**config.mk**
```make
export PLATFORM = sky130hd
export DESIGN_NAME = ir_ac_frame_pulse_encoder
export DESIGN_NICKNAME = d
export VERILOG_FILES = /design/src/rtl/core/irac_pkg.sv /design/src/rtl/core/ir_ac_frame_pulse_encoder.sv
export SDC_FILE = /design/constraint.sdc
export NUM_CORES = 1
export LEC_CHECK = 0
export BUFFER_PORTS_ARGS = -buffer_cell sky130_fd_sc_hd__buf_4
export CAP_MARGIN = 25
export CORE_UTILIZATION = 40
export CTS_BUF_LIST = sky130_fd_sc_hd__clkbuf_4
export DETAILED_ROUTE_END_ITERATION = 16
export PLACE_DENSITY = 0.58
export SETUP_SLACK_MARGIN = 0.05
export SKIP_LAST_GASP = 1
export SLEW_MARGIN = 10
export SYNTH_ARGS = -nofsm -noshare
export SYNTH_HDL_FRONTEND = slang
export SYNTH_SLANG_ARGS = --single-unit
```
**constraint.sdc**
```tcl
create_clock -name clk_i -period 9.4 [get_ports clk_i]
set_input_delay 1.88 -clock clk_i [delete_from_list [all_inputs] [get_ports clk_i]]
set_output_delay 1.88 -clock clk_i [all_outputs]
set_load 0.03 [all_outputs]
```
**src/rtl/core/irac_pkg.sv**
```systemverilog
// Package for the IR air-conditioner frame pulse encoder.
// Holds register indexes, reset values and sequencer step constants.
// No dependencies.
package irac_pkg;

  localparam int unsigned SectionBytes = 7;
  localparam int unsigned NumRegs      = 8;
  localparam int unsigned RegIdxW      = 4;  // wide enough to see writes beyond the list
  localparam int unsigned DurW         = 16;
  localparam int unsigned CarrierHz    = 38000;

  localparam int unsigned StepW        = 6;
  localparam logic [StepW-1:0] StepHeader   = 6'd0;
  localparam logic [StepW-1:0] StepSecStart = 6'd1;
  localparam logic [StepW-1:0] StepFirstBit = 6'd2;
  localparam logic [StepW-1:0] StepClose    = StepW'(2 + 8 * SectionBytes);

  typedef enum logic [RegIdxW-1:0] {
    RegHeaderMark   = 4'd0,
    RegHeaderSpace  = 4'd1,
    RegSectionMark  = 4'd2,
    RegSectionSpace = 4'd3,
    RegBitMark      = 4'd4,
    RegOneSpace     = 4'd5,
    RegZeroSpace    = 4'd6,
    RegSectionGap   = 4'd7
  } reg_idx_e;

  typedef logic [DurW-1:0] dur_t;

  function automatic dur_t reg_reset_val(input int unsigned idx);
    dur_t v;
    v = '0;
    case (idx)
      RegHeaderMark:   v = 16'd690;
      RegHeaderSpace:  v = 16'd17844;
      RegSectionMark:  v = 16'd3086;
      RegSectionSpace: v = 16'd8864;
      RegBitMark:      v = 16'd586;
      RegOneSpace:     v = 16'd1432;
      RegZeroSpace:    v = 16'd436;
      RegSectionGap:   v = 16'd2886;
      default:         v = '0;
    endcase
    return v;
  endfunction

endpackage

```
**src/rtl/core/ir_ac_frame_pulse_encoder.sv**
```systemverilog
// Top level of the IR air-conditioner frame pulse encoder.
// Buffers frame bytes into sections, inserts the checksum and sequences pulse pairs.
// Depends on irac_pkg.
//
// s_axis: frame bytes, one per transfer; tlast marks the final byte of a frame. Every
//   seventh byte closes a section: its checksum goes into bytes 1 and 2 and the section
//   is handed to the pulse sequencer. A frame that ends inside a section drops its
//   trailing bytes; if no section of it was sent, a lone header pair with tlast goes out.
// m_axis: one mark/space pair per transfer (header for the first section, section
//   start, eight pairs per byte LSB first, closing mark), tlast on the last frame pair.
// cfg: writes one of eight 16-bit duration registers (index 0..7, higher ignored);
//   write only while the block is idle. cfg_ready_o is always high.
// Output: the byte that closes a section loads the sequencer registers, whose first
//   step fills the output register; then one pair per cycle while m_axis is not
//   stalled, 58 or 59 pairs per section.
// Throughput: other bytes transfer every cycle, also while the sequencer runs; a byte
//   that creates sequencer work waits until the sequencer is idle.
// Reset: default durations, byte position cleared, header flag armed, sequencer and
//   output register empty.
// Stall: with m_axis_tvalid high and m_axis_tready low the output register and the sequencer step hold.
module ir_ac_frame_pulse_encoder (
  input  logic                          clk_i,
  input  logic                          rst_ni,
  // configuration write channel
  input  logic                          cfg_valid_i,
  output logic                          cfg_ready_o,
  input  logic [irac_pkg::RegIdxW-1:0]  cfg_index_i,
  input  logic [irac_pkg::DurW-1:0]     cfg_data_i,
  // byte stream in
  input  logic                          s_axis_tvalid,
  output logic                          s_axis_tready,
  input  logic [7:0]                    s_axis_tdata,   // [7:0] frame_byte
  input  logic                          s_axis_tlast,   // frame_end
  // pulse pair stream out
  output logic                          m_axis_tvalid,
  input  logic                          m_axis_tready,
  output logic [31:0]                   m_axis_tdata,   // [15:0] mark_us, [31:16] space_us
  output logic                          m_axis_tlast    // last_pulse
);
  import irac_pkg::*;

  localparam int unsigned BufBytes = SectionBytes - 1;
  localparam int unsigned PosW     = $clog2(SectionBytes);
  localparam int unsigned BitsW    = 8 * SectionBytes;
  localparam int unsigned CfgSelW  = $clog2(NumRegs);
  localparam logic [PosW-1:0] PosLast = PosW'(SectionBytes - 1);

  // ---------------------------------------------------------------- config registers
  dur_t cfg_q [NumRegs];

  assign cfg_ready_o = 1'b1;

  always_ff @(posedge clk_i or negedge rst_ni) begin
    if (!rst_ni) begin
      for (int i = 0; i < NumRegs; i++) cfg_q[i] <= reg_reset_val(i);
    end else if (cfg_valid_i && cfg_index_i < RegIdxW'(NumRegs)) begin
      cfg_q[cfg_index_i[CfgSelW-1:0]] <= cfg_data_i;
    end
  end

  // ---------------------------------------------------------------- section buffer
  logic [7:0]      store_q [BufBytes];
  logic [PosW-1:0] pos_q, pos_d;
  logic            first_q, first_d;

  // sequencer state
  logic             busy_q, busy_d;
  logic [StepW-1:0] step_q, step_d;
  logic [BitsW-1:0] bits_q, bits_d;
  logic             hdr_q, hdr_d;
  logic             sec_q, sec_d;
  logic             end_q, end_d;

  logic in_xfer, sec_done, hdr_only, new_job;

  assign sec_done = (pos_q == PosLast);
  assign hdr_only = !sec_done && s_axis_tlast && first_q;
  assign new_job  = sec_done || hdr_only;

  // Hold bytes that would start sequencer work while a section is still going out.
  assign s_axis_tready = !busy_q || !new_job;
  assign in_xfer       = s_axis_tvalid && s_axis_tready;

  // checksum over the buffered bytes and the closing byte
  logic [47:0] sum_bits;
  logic [7:0]  sum;
  logic [7:0]  csum;
  logic [7:0]  byte1, byte2;

  always_comb begin
    sum_bits = {s_axis_tdata, store_q[5], store_q[4], store_q[3],
                store_q[2][7:4], store_q[1][3:0], store_q[0]};
    sum      = 8'($countones(sum_bits));
    csum     = ~sum;
    byte1    = {csum[3:0], store_q[1][3:0]};
    byte2    = {store_q[2][7:4], csum[7:4]};
  end

  always_comb begin
    pos_d   = pos_q;
    first_d = first_q;
    if (in_xfer) begin
      if (sec_done) begin
        pos_d   = '0;
        first_d = s_axis_tlast;
      end else if (s_axis_tlast) begin
        pos_d   = '0;
        first_d = 1'b1;
      end else begin
        pos_d   = pos_q + PosW'(1);
      end
    end
  end

  always_ff @(posedge clk_i) begin
    if (in_xfer && !sec_done) begin
      store_q[pos_q] <= s_axis_tdata;
    end
  end

  always_ff @(posedge clk_i or negedge rst_ni) begin
    if (!rst_ni) begin
      pos_q   <= '0;
      first_q <= 1'b1;
    end else begin
      pos_q   <= pos_d;
      first_q <= first_d;
    end
  end

  // ---------------------------------------------------------------- pulse sequencer
  logic advance;
  dur_t mark_d, space_d;
  logic last_d;

  assign advance = busy_q && (!m_axis_tvalid || m_axis_tready);

  always_comb begin
    busy_d  = busy_q;
    step_d  = step_q;
    bits_d  = bits_q;
    hdr_d   = hdr_q;
    sec_d   = sec_q;
    end_d   = end_q;
    mark_d  = cfg_q[CfgSelW'(RegBitMark)];
    space_d = cfg_q[CfgSelW'(RegZeroSpace)];
    last_d  = 1'b0;
    if (advance) begin
      if (step_q == StepHeader) begin
        mark_d  = cfg_q[CfgSelW'(RegHeaderMark)];
        space_d = cfg_q[CfgSelW'(RegHeaderSpace)];
        last_d  = !sec_q;
        step_d  = StepSecStart;
        busy_d  = sec_q;
      end else if (step_q == StepSecStart) begin
        mark_d  = cfg_q[CfgSelW'(RegSectionMark)];
        space_d = cfg_q[CfgSelW'(RegSectionSpace)];
        step_d  = StepFirstBit;
      end else if (step_q == StepClose) begin
        mark_d  = cfg_q[CfgSelW'(RegBitMark)];
        space_d = end_q ? '0 : cfg_q[CfgSelW'(RegSectionGap)];
        last_d  = end_q;
        busy_d  = 1'b0;
      end else begin
        mark_d  = cfg_q[CfgSelW'(RegBitMark)];
        space_d = bits_q[0] ? cfg_q[CfgSelW'(RegOneSpace)] : cfg_q[CfgSelW'(RegZeroSpace)];
        bits_d  = bits_q >> 1;
        step_d  = step_q + StepW'(1);
      end
    end else if (!busy_q && in_xfer && new_job) begin
      // load a new job: a full section, or a lone header for a short frame
      busy_d = 1'b1;
      hdr_d  = first_q;
      sec_d  = sec_done;
      end_d  = s_axis_tlast;
      step_d = first_q ? StepHeader : StepSecStart;
      bits_d = {s_axis_tdata, store_q[5], store_q[4], store_q[3], byte2, byte1, store_q[0]};
    end
  end

  always_ff @(posedge clk_i or negedge rst_ni) begin
    if (!rst_ni) begin
      busy_q <= 1'b0;
      step_q <= StepHeader;
    end else begin
      busy_q <= busy_d;
      step_q <= step_d;
    end
  end

  always_ff @(posedge clk_i) begin
    bits_q <= bits_d;
    hdr_q  <= hdr_d;
    sec_q  <= sec_d;
    end_q  <= end_d;
  end

  // ---------------------------------------------------------------- output register
  logic        out_valid_q;
  logic [31:0] out_data_q;
  logic        out_last_q;

  always_ff @(posedge clk_i or negedge rst_ni) begin
    if (!rst_ni) begin
      out_valid_q <= 1'b0;
    end else if (advance) begin
      out_valid_q <= 1'b1;
    end else if (m_axis_tready) begin
      out_valid_q <= 1'b0;
    end
  end

  always_ff @(posedge clk_i) begin
    if (advance) begin
      out_data_q <= {space_d, mark_d};
      out_last_q <= last_d;
    end
  end

  assign m_axis_tvalid = out_valid_q;
  assign m_axis_tdata  = out_data_q;
  assign m_axis_tlast  = out_last_q;

  // ---------------------------------------------------------------- assertions
  // A job may only load into an idle sequencer.
  a_no_job_overwrite: assert property (@(posedge clk_i) disable iff (!rst_ni)
    (s_axis_tvalid && s_axis_tready && (pos_q == PosLast)) |-> !busy_q)
    else $error("section closed while sequencer busy");

  // The step counter never runs past the closing pair.
  a_step_range: assert property (@(posedge clk_i) disable iff (!rst_ni)
    busy_q |-> (step_q <= StepClose))
    else $error("sequencer step out of range");

  // A section job always begins with the header or the section start.
  a_job_start: assert property (@(posedge clk_i) disable iff (!rst_ni)
    $rose(busy_q) |-> (step_q == StepHeader || step_q == StepSecStart))
    else $error("sequencer started mid-section");

  // A lone header job is a header and nothing else.
  a_hdr_only: assert property (@(posedge clk_i) disable iff (!rst_ni)
    (busy_q && !sec_q) |-> (hdr_q && step_q == StepHeader))
    else $error("header-only job in wrong step");

endmodule
```
Yosys cells after proc, flatten, opt, wreduce, memory -nomap -nowiden:

Memories as Yosys holds them, arrays and structs flattened.
Cells that the tools add are included.
W data, S select, Z words.

* reductions and logical operators: 26
* mux-type cells: 37
* add/subtract/negate cells: 49
* eq/ne operators: 9
* bitwise gates (word level): 3
* magnitude comparators: 3

Operator list (count)
* $mux W56: 5
* $bwmux W128: 1
* $mux W16: 8
* $add A1 B1 Y2: 24
* $demux W16 S3: 1
* $add A2 B2 Y3: 12
* $mux W6: 5
* $add A3 B3 Y4: 6
* $add A4 B4 Y5: 3
* $mux W1: 15
* $logic_and A1 B1 Y1: 9
* $not A7 Y8: 1
* $add A6 B5 Y7: 1
* $add A5 B5 Y6: 1
* $add A6 B1 Y6 const B: 1
* $eq A6 B1 Y1 const B: 1
* $eq A6 B6 Y1 const B: 1
* $logic_not A6 Y1: 1
* $mux W3: 2
* $ne A2 B2 Y1 const B: 3
* $reduce_and A2 Y1: 3
* $reduce_bool A2 Y1: 3
* $logic_not A1 Y1: 5
* $ge A4 B4 Y1 const B: 1
* 12 further kinds: 14

* bits in writable memories: 48
* output and inout port bits: 36
* register bits: 231
* logic and storage cells: 146
* memories kept: 1

Memories
* store_q: words 6, bits a word 8, read ports 6, clocked after Yosys merged registers in 0, write ports 1, line ir_ac_frame_pulse_encoder.sv:62 `logic [7:0] store_q [BufBytes];`

Logic depth before layout (Yosys ltp):

Gate-level depths: netlist of run 1.

* depth in word-level cells: 12
* mapped depth: 18
* gate-level depth less buffers: 18

Worst setup path before layout of run 1:

Ideal clock, no wire load.

* kind: input port to flip-flop
* start point: input port s_axis_tdata[0]
* end point: register bits_q[15], data pin
* required time: 9138 ps
* setup slack: 2776 ps
* path buffers: 0
* data arrival time: 6362 ps
* setup time: 262 ps
* cell stages on the path: 16
* cell sequence: inv_1 -> fa_1 -> fa_1 -> inv_1 -> fa_1 -> fa_1 -> fa_1 -> fa_1 -> inv_1 -> fa_1 -> inv_1 -> ha_1 -> a21o_1 -> a21oi_1 -> xnor2_1 -> o21ai_0

* word-level cells in the longest chain between the ends: 8

RTL lines
* start: declaration: line ir_ac_frame_pulse_encoder.sv:32 `input logic [7:0] s_axis_tdata,`
* $add A1 B1 Y2 (not written as such): line ir_ac_frame_pulse_encoder.sv:93 `sum = 8'($countones(sum_bits));`
* $add A2 B2 Y3 (not written as such): line ir_ac_frame_pulse_encoder.sv:93
* $add A3 B3 Y4 (not written as such): line ir_ac_frame_pulse_encoder.sv:93
* $add A4 B4 Y5 (not written as such): line ir_ac_frame_pulse_encoder.sv:93
* $add A6 B5 Y7 (not written as such): line ir_ac_frame_pulse_encoder.sv:93
* $not A7 Y8: line ir_ac_frame_pulse_encoder.sv:94 `csum = ~sum;`
* $mux W56: line ir_ac_frame_pulse_encoder.sv:170 `end else if (!busy_q && in_xfer && new_job) begin`
* $mux W56: line ir_ac_frame_pulse_encoder.sv:148 `if (advance) begin`
* named net bits_d[15]: line ir_ac_frame_pulse_encoder.sv:69 `logic [BitsW-1:0] bits_q, bits_d;`
* end signal: assignment: line ir_ac_frame_pulse_encoder.sv:192 `bits_q <= bits_d;`
* end: declaration: line ir_ac_frame_pulse_encoder.sv:69

The timed path passes the listed nets, and every way through them passes these cells. The select of a mux whose other input is x is not followed.
A chain may end at the register's enable or synchronous reset.

Worst setup path after layout of run 1:

Same ends and word-level chain as after synthesis.

==> results of run 1 <==
## cells in the mapped netlist, types with 3 or more instances
library cell	number	area (um2)
nand2_1	132	495.5
edfxtp_1	131	3934
dfrtp_1	98	2452
inv_1	83	311.6
mux2_2	78	878.3
mux2_1	53	596.8
dfstp_2	42	1104
fa_1	39	780.8
o21ai_1	38	190.2
o21ai_0	33	165.2
mux2i_1	30	300.3
buf_2	19	95.09
ha_1	16	200.2
and2_1	15	93.84
nor2b_1	14	87.58
clkbuf_1	13	48.80
nor2_1	12	45.04
o221ai_2	12	180.2
nand3_1	10	50.05
nand2b_1	7	43.79
a21oi_1	6	30.03
buf_6	6	67.56
buf_4	5	37.54
and3_1	4	25.02
o211ai_1	4	30.03
a211oi_1	3	22.52
nor3b_4	3	56.30
nor4b_1	3	26.28
o41ai_1	3	26.28
## flip-flops by register name (all words and copies together) (netlist names), 3 cells and up
| register | count |
|---|---|
| bits_q | 56 |
| store_q | 40 |
| step_q | 6 |
| pos_q | 3 |
| m_axis_tdata | 32 |
| cfg_q | 128 |
## per-stage QoR
| step | util [%] | std cells | setup slack, ns | power, W |
|---|---|---|---|---|
| CTS | 47.38 | 1523 | 3.126 | 0.005309 |
| global placement | 43.68 | 1374 | 2.432 | 0.004099 |
| finish | 47.49 | 1527 | 3.105 | 0.005217 |
| floorplan | - | 946 | 2.776 | 0.003608 |
| detailed placement | 44.04 | 1379 | 2.364 | 0.004155 |
| global route | 47.49 | 1527 | 2.918 | 0.005660 |
## report_power, final
| part | switching, W | internal, W | total [W] |
|---|---|---|---|
| Clock | 0.000499 | 0.000618 | 0.00112 |
| Combinational | 0.00122 | 0.000965 | 0.00218 |
| Sequential | 0.000158 | 0.00176 | 0.00192 |
## cell families after synthesis
family / after synthesis / share of synthesized area, %
compound gates: 111 / 5.898
buf+inv: 127 / 4.465
fa+ha+maj: 55 / 7.745
simple gates: 216 / 8.436
flops: 271 / 59.13
mux: 161 / 14.02
other cells: 1 / 0.02961
xor+xnor: 4 / 0.2766
## worst paths after layout
path	slack (ns)	end	from
min in group asynchronous	1.17	cfg_q[112]	rst_ni
max	3.11	bits_q[15]	s_axis_tdata[0]
max in group asynchronous	7.08	first_q	rst_ni
min reg2reg	0.47	bits_q[13]	bits_q[14]
min	0.47	bits_q[13]	bits_q[14]
max reg2reg	3.95	bits_q[15]	store_q[4][1]
## routing by layer
metal / vias to the layer above / global-route usage [%] / wire length (um)
li1: 3600 / - / -
met3: 40 / 3.788 / 1240
met2: 180 / 26.29 / 12160
met1: 3753 / 24.47 / 12930
met5: - / 0 / 0
met4: 0 / 7.897 / 618
## area by class of cell
class / instances / area (um2)
antenna: 1 / 2.502
fill: 2825 / 16230
clock buffer: 122 / 915.9
clock inverter: 22 / 116.4
inverter: 83 / 314.1
sequential: 271 / 7490
tap: 396 / 495.5
multi-input combinational: 548 / 4628
timing repair buffer: 84 / 715.7
## critical path, stage by stage
cell,delay (ns)
buf_4,0.12
inv_1,0.07
fa_1,0.52
fa_1,0.40
inv_1,0.08
fa_1,0.44
fa_1,0.54
fa_1,0.52
fa_1,0.55
inv_1,0.05
fa_1,0.59
inv_1,0.06
ha_1,0.28
a21o_1,0.15
a21oi_1,0.20
xnor2_1,0.14
o21ai_0,0.08
==> flow_summary.yaml, run 1 <==
yosys:
  ys.flop_type: "edfxtp_1"
  syn_area_um2: 12670
  ys_seq_elements: 271
  synth_cell_type_count: 55
  syn-num-nets: 1035
  synth_edf_count: 131
  synthArstFlopShare_pct: 51.66
  synth-seq-area-share_pct: 59.13
  avgSynthCellArea_um2: 13.39
  synth_cells: 946
  ys_warn_count: 0
hold_path:
  hold_path_depth: 2
  hp-class: "flop to flop"
sta:
  max_freq_mhz: 158.9
  timing.final.max_slew_violations: 0
  slew_headroom_pct: 30.75
  tightestPinTransition_ns: 1.039
  hold_viol_final: 0
  final_period_minus_worst_setup_slack_ns: 6.295
  setup_violations: 0
  rsz0062_at_grt: "false"
  min_period_over_period_pct: 66.97
  hold_slack_ns: 0.4657
  finalSetupTns_ns: 0
  finClkSkew_ns: 0.04773
final_layout:
  nets: 1154
  final_common_cell: "nand2_1"
  drive_above_1_share_pct: 31.59
  design_area_um2: 14680
  synthToLayoutAreaGrowth_pct: 15.88
  most-common-layout-cells: "132 x nand2_1, 131 x edfxtp_1, 122 x clkbuf_4"
routing:
  dr.pass1.iters: 11
  wl_per_cell_um: 17.65
  avgViaCountPerCell: 4.959
  drc: 8
  ant_nets: 0
  num_vias: 7573
  finalWirelength_um: 26950
  dr.first_iter.drc_count: 351
flow_run:
  maxCapViolCount: 0
clocking:
  clkTransAtPathRegs_ns: 0.07
  root_buffer: "clkbuf_4"
  htree_levels: 3
  cts_buffers: 77
  cts_setup_buffers: 0
  insertion_delay_ns: 0.71
  post_cts_resized: 0
  holdBufCountCts: 0
  cts_tree: "done"
  cts_buffer_depth: 3
  cts_sinks: 271
floorplan:
  rows: 64
  core_um2: 30910
  num_io_pins: 70
  start_util_pct: 40.98
  dieArea_um2: 32380
  die_w_um: 179.9
  die_h_um: 179.9
critical_path:
  reg2regPathDepth: 18
  arrival_ns: 6.69
  cp_data_required_time_ns: 9.79
  criticalPathCategory: "input port to flop"
  start_kind: "input port"
  worstPathMaxFanout: 6
  end_kind: "flop"
placement:
  dp_hpwl_um: 17580
  dpl-instance-area_um2: 13610
  port_buffers: 68
  gp_congestion: 0.8224
status:
  outcome: "finished with violations"
  violations: "DRC"
power_and_ir_drop:
  irDropWorstVdd_mv: 0.3943
  power.density_nw_per_um2: 355.5
  p_leak_nw: 6.315
global_route:
  grt.total_usage_pct: 17.55
  grt_max_degree: 92
  grt.overflow.total: 0
  grt_pass1_vias: 7889
  antenna_found_initial: 1
  grt_pass1_wl_um: 43860
Note: power is estimated with default switching activity, not from simulation.
==> inputs of run 2 (changes only) <==
- clock period: 9.4 -> 6.1 ns (I/O delays scaled with it)
==> flow_summary.yaml, run 2 (same netlist as run 1, synthesis figures left out) <==
global_route:
  antenna_found_initial: 1
  grt.total_usage_pct: 16.98
  grt_pass1_wl_um: 42800
  grt.overflow.total: 0
  grt_max_degree: 87
  grt_pass1_vias: 7738
hold_path:
  hp-class: "flop to flop"
  hold_path_depth: 2
  hold_end: "bits_q[5]"
  worstHoldStart: "bits_q[6]"
critical_path:
  end_kind: "flop"
  r2r_slack_ns: 0.65
  reg2regPathDepth: 18
  cp_data_required_time_ns: 6.56
  reg2reg_to: "bits_q[17]"
  criticalPathCategory: "input port to flop"
  start_kind: "input port"
  arrival_ns: 6.07
  worstPathMaxFanout: 2
  r2r-start: "store_q[4][1]"
clocking:
  clkTransAtPathRegs_ns: 0.06
  cts_buffer_depth: 3
  post_cts_resized: 0
  root_buffer: "clkbuf_4"
  holdBufCountCts: 0
  insertion_delay_ns: 0.73
  cts_tree: "done"
  cts_setup_buffers: 0
  cts_sinks: 271
  cts_buffers: 77
  htree_levels: 3
status:
  outcome: "finished with violations"
  violations: "DRC"
routing:
  drc: 8
  wl_per_cell_um: 17.18
  ant_nets: 0
  finalWirelength_um: 26310
  dr.pass1.iters: 11
  avgViaCountPerCell: 4.916
  dr.first_iter.drc_count: 365
  num_vias: 7526
sta:
  finClkSkew_ns: 0.08746
  hold_viol_final: 0
  min_period_over_period_pct: 92.08
  hold_slack_ns: 0.4843
  setup_violations: 0
  tightestPinTransition_ns: 1.044
  slew_headroom_pct: 30.33
  max_freq_mhz: 178.0
  final_period_minus_worst_setup_slack_ns: 5.617
  rsz0062_at_grt: "false"
  timing.final.max_slew_violations: 0
final_layout:
  nets: 1162
  final_common_cell: "nand2_1"
  synthToLayoutAreaGrowth_pct: 16.00
  drive_above_1_share_pct: 32.36
  reg.largest.list: "cfg_q (128), bits_q (56), store_q (40)"
  fillers: 2815
  finalCoreUtilization_pct: 47.53
  most-common-layout-cells: "132 x nand2_1, 131 x edfxtp_1, 120 x clkbuf_4"
  largest_reg_flops: 128
  regMostFlops: "cfg_q"
power_and_ir_drop:
  internal-power_w: 0.005319
  pwr-share-seq_pct: 35.9
  clock_power_share_pct: 20.9
  irDropWorstVdd_mv: 1.322
  switchingPower_w: 0.002942
  p_sw_share_pct: 35.61
  pwr-share-comb_pct: 43.2
  power.density_nw_per_um2: 562.2
  p_leak_nw: 6.337
floorplan:
  dieArea_um2: 32380
  core_um2: 30910
  die_w_um: 179.9
  start_util_pct: 40.98
  num_io_pins: 70
  die_h_um: 179.9
  rows: 64
flow_run:
  maxCapViolCount: 0
placement:
  port_buffers: 68
  gp_congestion: 0.7867
  dp_hpwl_um: 16910
-- run 2: changes by cell type in the layout (fill, tap and decap cells not counted), sizes merged --
cell / previous run / this run
buf: 83 / 92
clkinv: 20 / 14
clkbuf: 123 / 120
inv: 83 / 86
clkinvlp: 1 / 2
-- run 2: power by group through the flow --
stage | Combinational (W) | Sequential, W | Clock, W
after floorplan | 0.00241 | 0.00315 | 0
after global placement | 0.00353 | 0.00299 | 0
after detailed placement | 0.00361 | 0.00300 | 0
after CTS | 0.00362 | 0.00297 | 0.00179
after global routing | 0.00410 | 0.00303 | 0.00189
final | 0.00357 | 0.00297 | 0.00172
-- run 2: worst max path at each step --
stage	slack, ns	end	cells past startpoint	startpoint
2_1_floorplan	0.14	bits_q[15]	16	s_axis_tdata[0]
3_3_place_gp	-0.09	bits_q[17]	17	s_axis_tdata[0]
3_5_place_dp	-0.17	bits_q[16]	17	s_axis_tdata[0]
4_1_cts	0.49	bits_q[17]	17	s_axis_tdata[0]
5_1_grt	0.30	bits_q[17]	17	s_axis_tdata[0]
6_report	0.48	bits_q[17]	17	s_axis_tdata[0]
-- run 2: per-stage QoR --
stage	instance area, um2	TNS [ns]	power (W)	setup slack (ns)	cells
final	14690	0	0.008260	0.4830	1531
after global routing	14690	0	0.009021	0.2982	1531
after CTS	14650	0	0.008382	0.4888	1527
after detailed placement	13610	-0.5699	0.006608	-0.1654	1387
after global placement	13580	-0.3062	0.006515	-0.09483	1385
after floorplan	12670	0	0.005560	0.1359	946
-- run 2: critical path: stages --
cell and delay (ns):
buf_4 0.09, inv_1 0.06, fa_1 0.51, fa_1 0.41, inv_1 0.08, fa_1 0.44
fa_1 0.52, fa_1 0.51, fa_1 0.55, inv_1 0.05, fa_1 0.56, inv_1 0.05
ha_1 0.29, a21o_1 0.16, a21oi_1 0.23, nor2b_1 0.08, o41ai_1 0.26
-- run 2: layout make-up --
| class | count | area, um2 | area share, % |
|---|---|---|---|
| clock inverters | 20 | 136.4 | 0.9282 |
| multi-input cells | 548 | 4619 | 31.44 |
| clock buffers | 120 | 900.9 | 6.131 |
| diodes | 1 | 2.502 | 0.01703 |
| well taps | 396 | 495.5 | 3.372 |
| inverters | 83 | 314.1 | 2.137 |
| flip-flops and latches | 271 | 7490 | 50.98 |
| repair buffers | 92 | 734.5 | 4.999 |
-- run 2: routing by layer --
layer  GRT usage [%]  vias to the layer above  part of all wire [%]
li1                -                     3597                     -
met1           23.32                     3729                    48
met2           26.63                      163                    45
met3           3.930                       37                   4.8
met4           5.448                        0                   1.6
met5               0                        -                     0
==> inputs of run 3 (changes only) <==
- CELL_PAD_IN_SITES_DETAIL_PLACEMENT: default -> 1
- CELL_PAD_IN_SITES_GLOBAL_PLACEMENT: default -> 1
- PLACE_DENSITY: 0.58 -> 0.67
==> flow_summary.yaml, run 3 (same netlist as run 1, synthesis figures left out) <==
routing:
  wirelength_met1_um: 13030
  dr.first_iter.drc_count: 330
  finalWirelength_um: 28340
  dr.pass1.iters: 10
  met2_wirelength_um: 13700
  wl_met3_um: 1110
  wl_per_cell_um: 18.51
  ant_nets: 0
  num_vias: 7667
  dr.max_layer_used: "met4"
  drc: 10
  avgViaCountPerCell: 5.008
clocking:
  holdBufCountCts: 0
  insertion_delay_ns: 0.69
  cts_tree: "done"
  root_buffer: "clkbuf_4"
  cts_sinks: 271
  cts_setup_buffers: 0
  post_cts_resized: 0
  htree_levels: 3
  cts_buffers: 77
  cts_buffer_depth: 3
  clkTransAtPathRegs_ns: 0.06
global_route:
  antenna_found_initial: 1
  grt.overflow.total: 0
  grt_pass1_wl_um: 46490
  grt_pass1_vias: 8517
  grt_max_degree: 98
  grt.total_usage_pct: 18.31
placement:
  port_buffers: 68
  dpl-instance-area_um2: 13630
  gp_congestion: 0.7722
  pre_cts_ws_ns: -0.3331
  dp_cells: 1389
  dp_hpwl_um: 18580
critical_path:
  end_kind: "flop"
  start_kind: "input port"
  arrival_ns: 6.16
  crit_slowest_cell: "fa_1"
  worstPathMaxFanout: 2
  cp_top_family: "adder cells"
  max_stage_delay_ns: 0.60
  path_common_cell: "fa_1"
  criticalPathCategory: "input port to flop"
  path_cells: "buf_4 -> inv_1 -> fa_1 -> fa_1 -> inv_1 -> fa_1 -> fa_1 -> fa_1 -> fa_1 -> inv_1 -> fa_1 -> inv_1 -> ha_1 -> a21o_1 -> a21oi_1 -> nor2b_1 -> o41ai_1"
  cp_data_required_time_ns: 6.55
  crit_buf_inv: 5
final_layout:
  finalCoreUtilization_pct: 47.42
  largest_reg_flops: 128
  fin_cells: 1531
  synthToLayoutAreaGrowth_pct: 15.73
  most-common-layout-cells: "132 x nand2_1, 131 x edfxtp_1, 122 x clkbuf_4"
  nets: 1162
  drive_above_1_share_pct: 32.19
  design_area_um2: 14660
  regMostFlops: "cfg_q"
  reg.largest.list: "cfg_q (128), bits_q (56), store_q (40)"
  final_common_cell: "nand2_1"
hold_path:
  hp-class: "flop to flop"
floorplan:
  die_h_um: 179.9
  num_io_pins: 70
  start_util_pct: 40.98
  core_um2: 30910
  dieArea_um2: 32380
  die_w_um: 179.9
  rows: 64
sta:
  hold_viol_final: 0
  hold_slack_ns: 0.4876
  timing.final.max_slew_violations: 0
  max_freq_mhz: 175.2
  rsz0062_at_grt: "false"
  setup_violations: 0
  final_period_minus_worst_setup_slack_ns: 5.708
  worst_slack_ns: 0.3918
  min_period_over_period_pct: 93.58
  slew_headroom_pct: 28.29
  finClkSkew_ns: 0.05364
  tightestPinTransition_ns: 1.075
status:
  violations: "DRC"
  outcome: "finished with violations"
power_and_ir_drop:
  p_leak_nw: 6.311
  irDropWorstVdd_mv: 0.8704
  power.density_nw_per_um2: 569.2
flow_run:
  maxCapViolCount: 0
-- run 3: per-stage QoR --
step                power, W  TNS [ns]
finish              0.008344         0
global route        0.009052         0
CTS                 0.008492         0
detailed placement  0.006742    -1.171
global placement    0.006538   -0.3601
floorplan           0.005560         0
-- run 3: per-layer routing --
metal,up-vias,track usage (%)
li1,3592,-
met1,3887,24.17
met2,153,30.09
met3,35,3.383
met4,0,6.862
met5,-,0
-- run 3: layout make-up --
cell class              instances  area (um2)
diodes                          1       2.502
clock buffers                 122       915.9
clock inverters                18       93.84
fillers                      3219       16250
inverters                      83       314.1
multi-input cells             548        4619
flip-flops and latches        271        7490
well taps                     396       495.5
repair buffers                 92       726.9
-- run 3: report_power, final --
part	switching (W)	leakage, nW	internal, W
Combinational	0.00200	2.83	0.00168
Sequential	0.000266	2.89	0.00271
Clock	0.000772	0.592	0.000912
-- run 3: path summary, 6_finish.rpt --
check / from / endpoint / slack, ns / cells past startpoint
setup / recovery: s_axis_tdata[0] / bits_q[17] / 0.39 / 17
hold reg to reg: cfg_q[37] / cfg_q[37] / 0.49 / 1
max in group asynchronous: rst_ni / cfg_q[105] / 4.21 / 2
setup reg to reg: store_q[4][1] / bits_q[17] / 0.58 / 18
min in group asynchronous: rst_ni / cfg_q[112] / 0.63 / 1
hold / removal: cfg_q[37] / cfg_q[37] / 0.49 / 1
-- run 3: worst register-to-register path: cells and delay by family (launching register included) --
family                   cells  cell delay [ns]
AO/OA/AOI/OAI                3             0.62
adder cells (fa/ha/maj)      8             3.80
buffers and inverters        6             0.38
flip-flops                   1             0.43
AND/OR/NAND/NOR              1             0.09
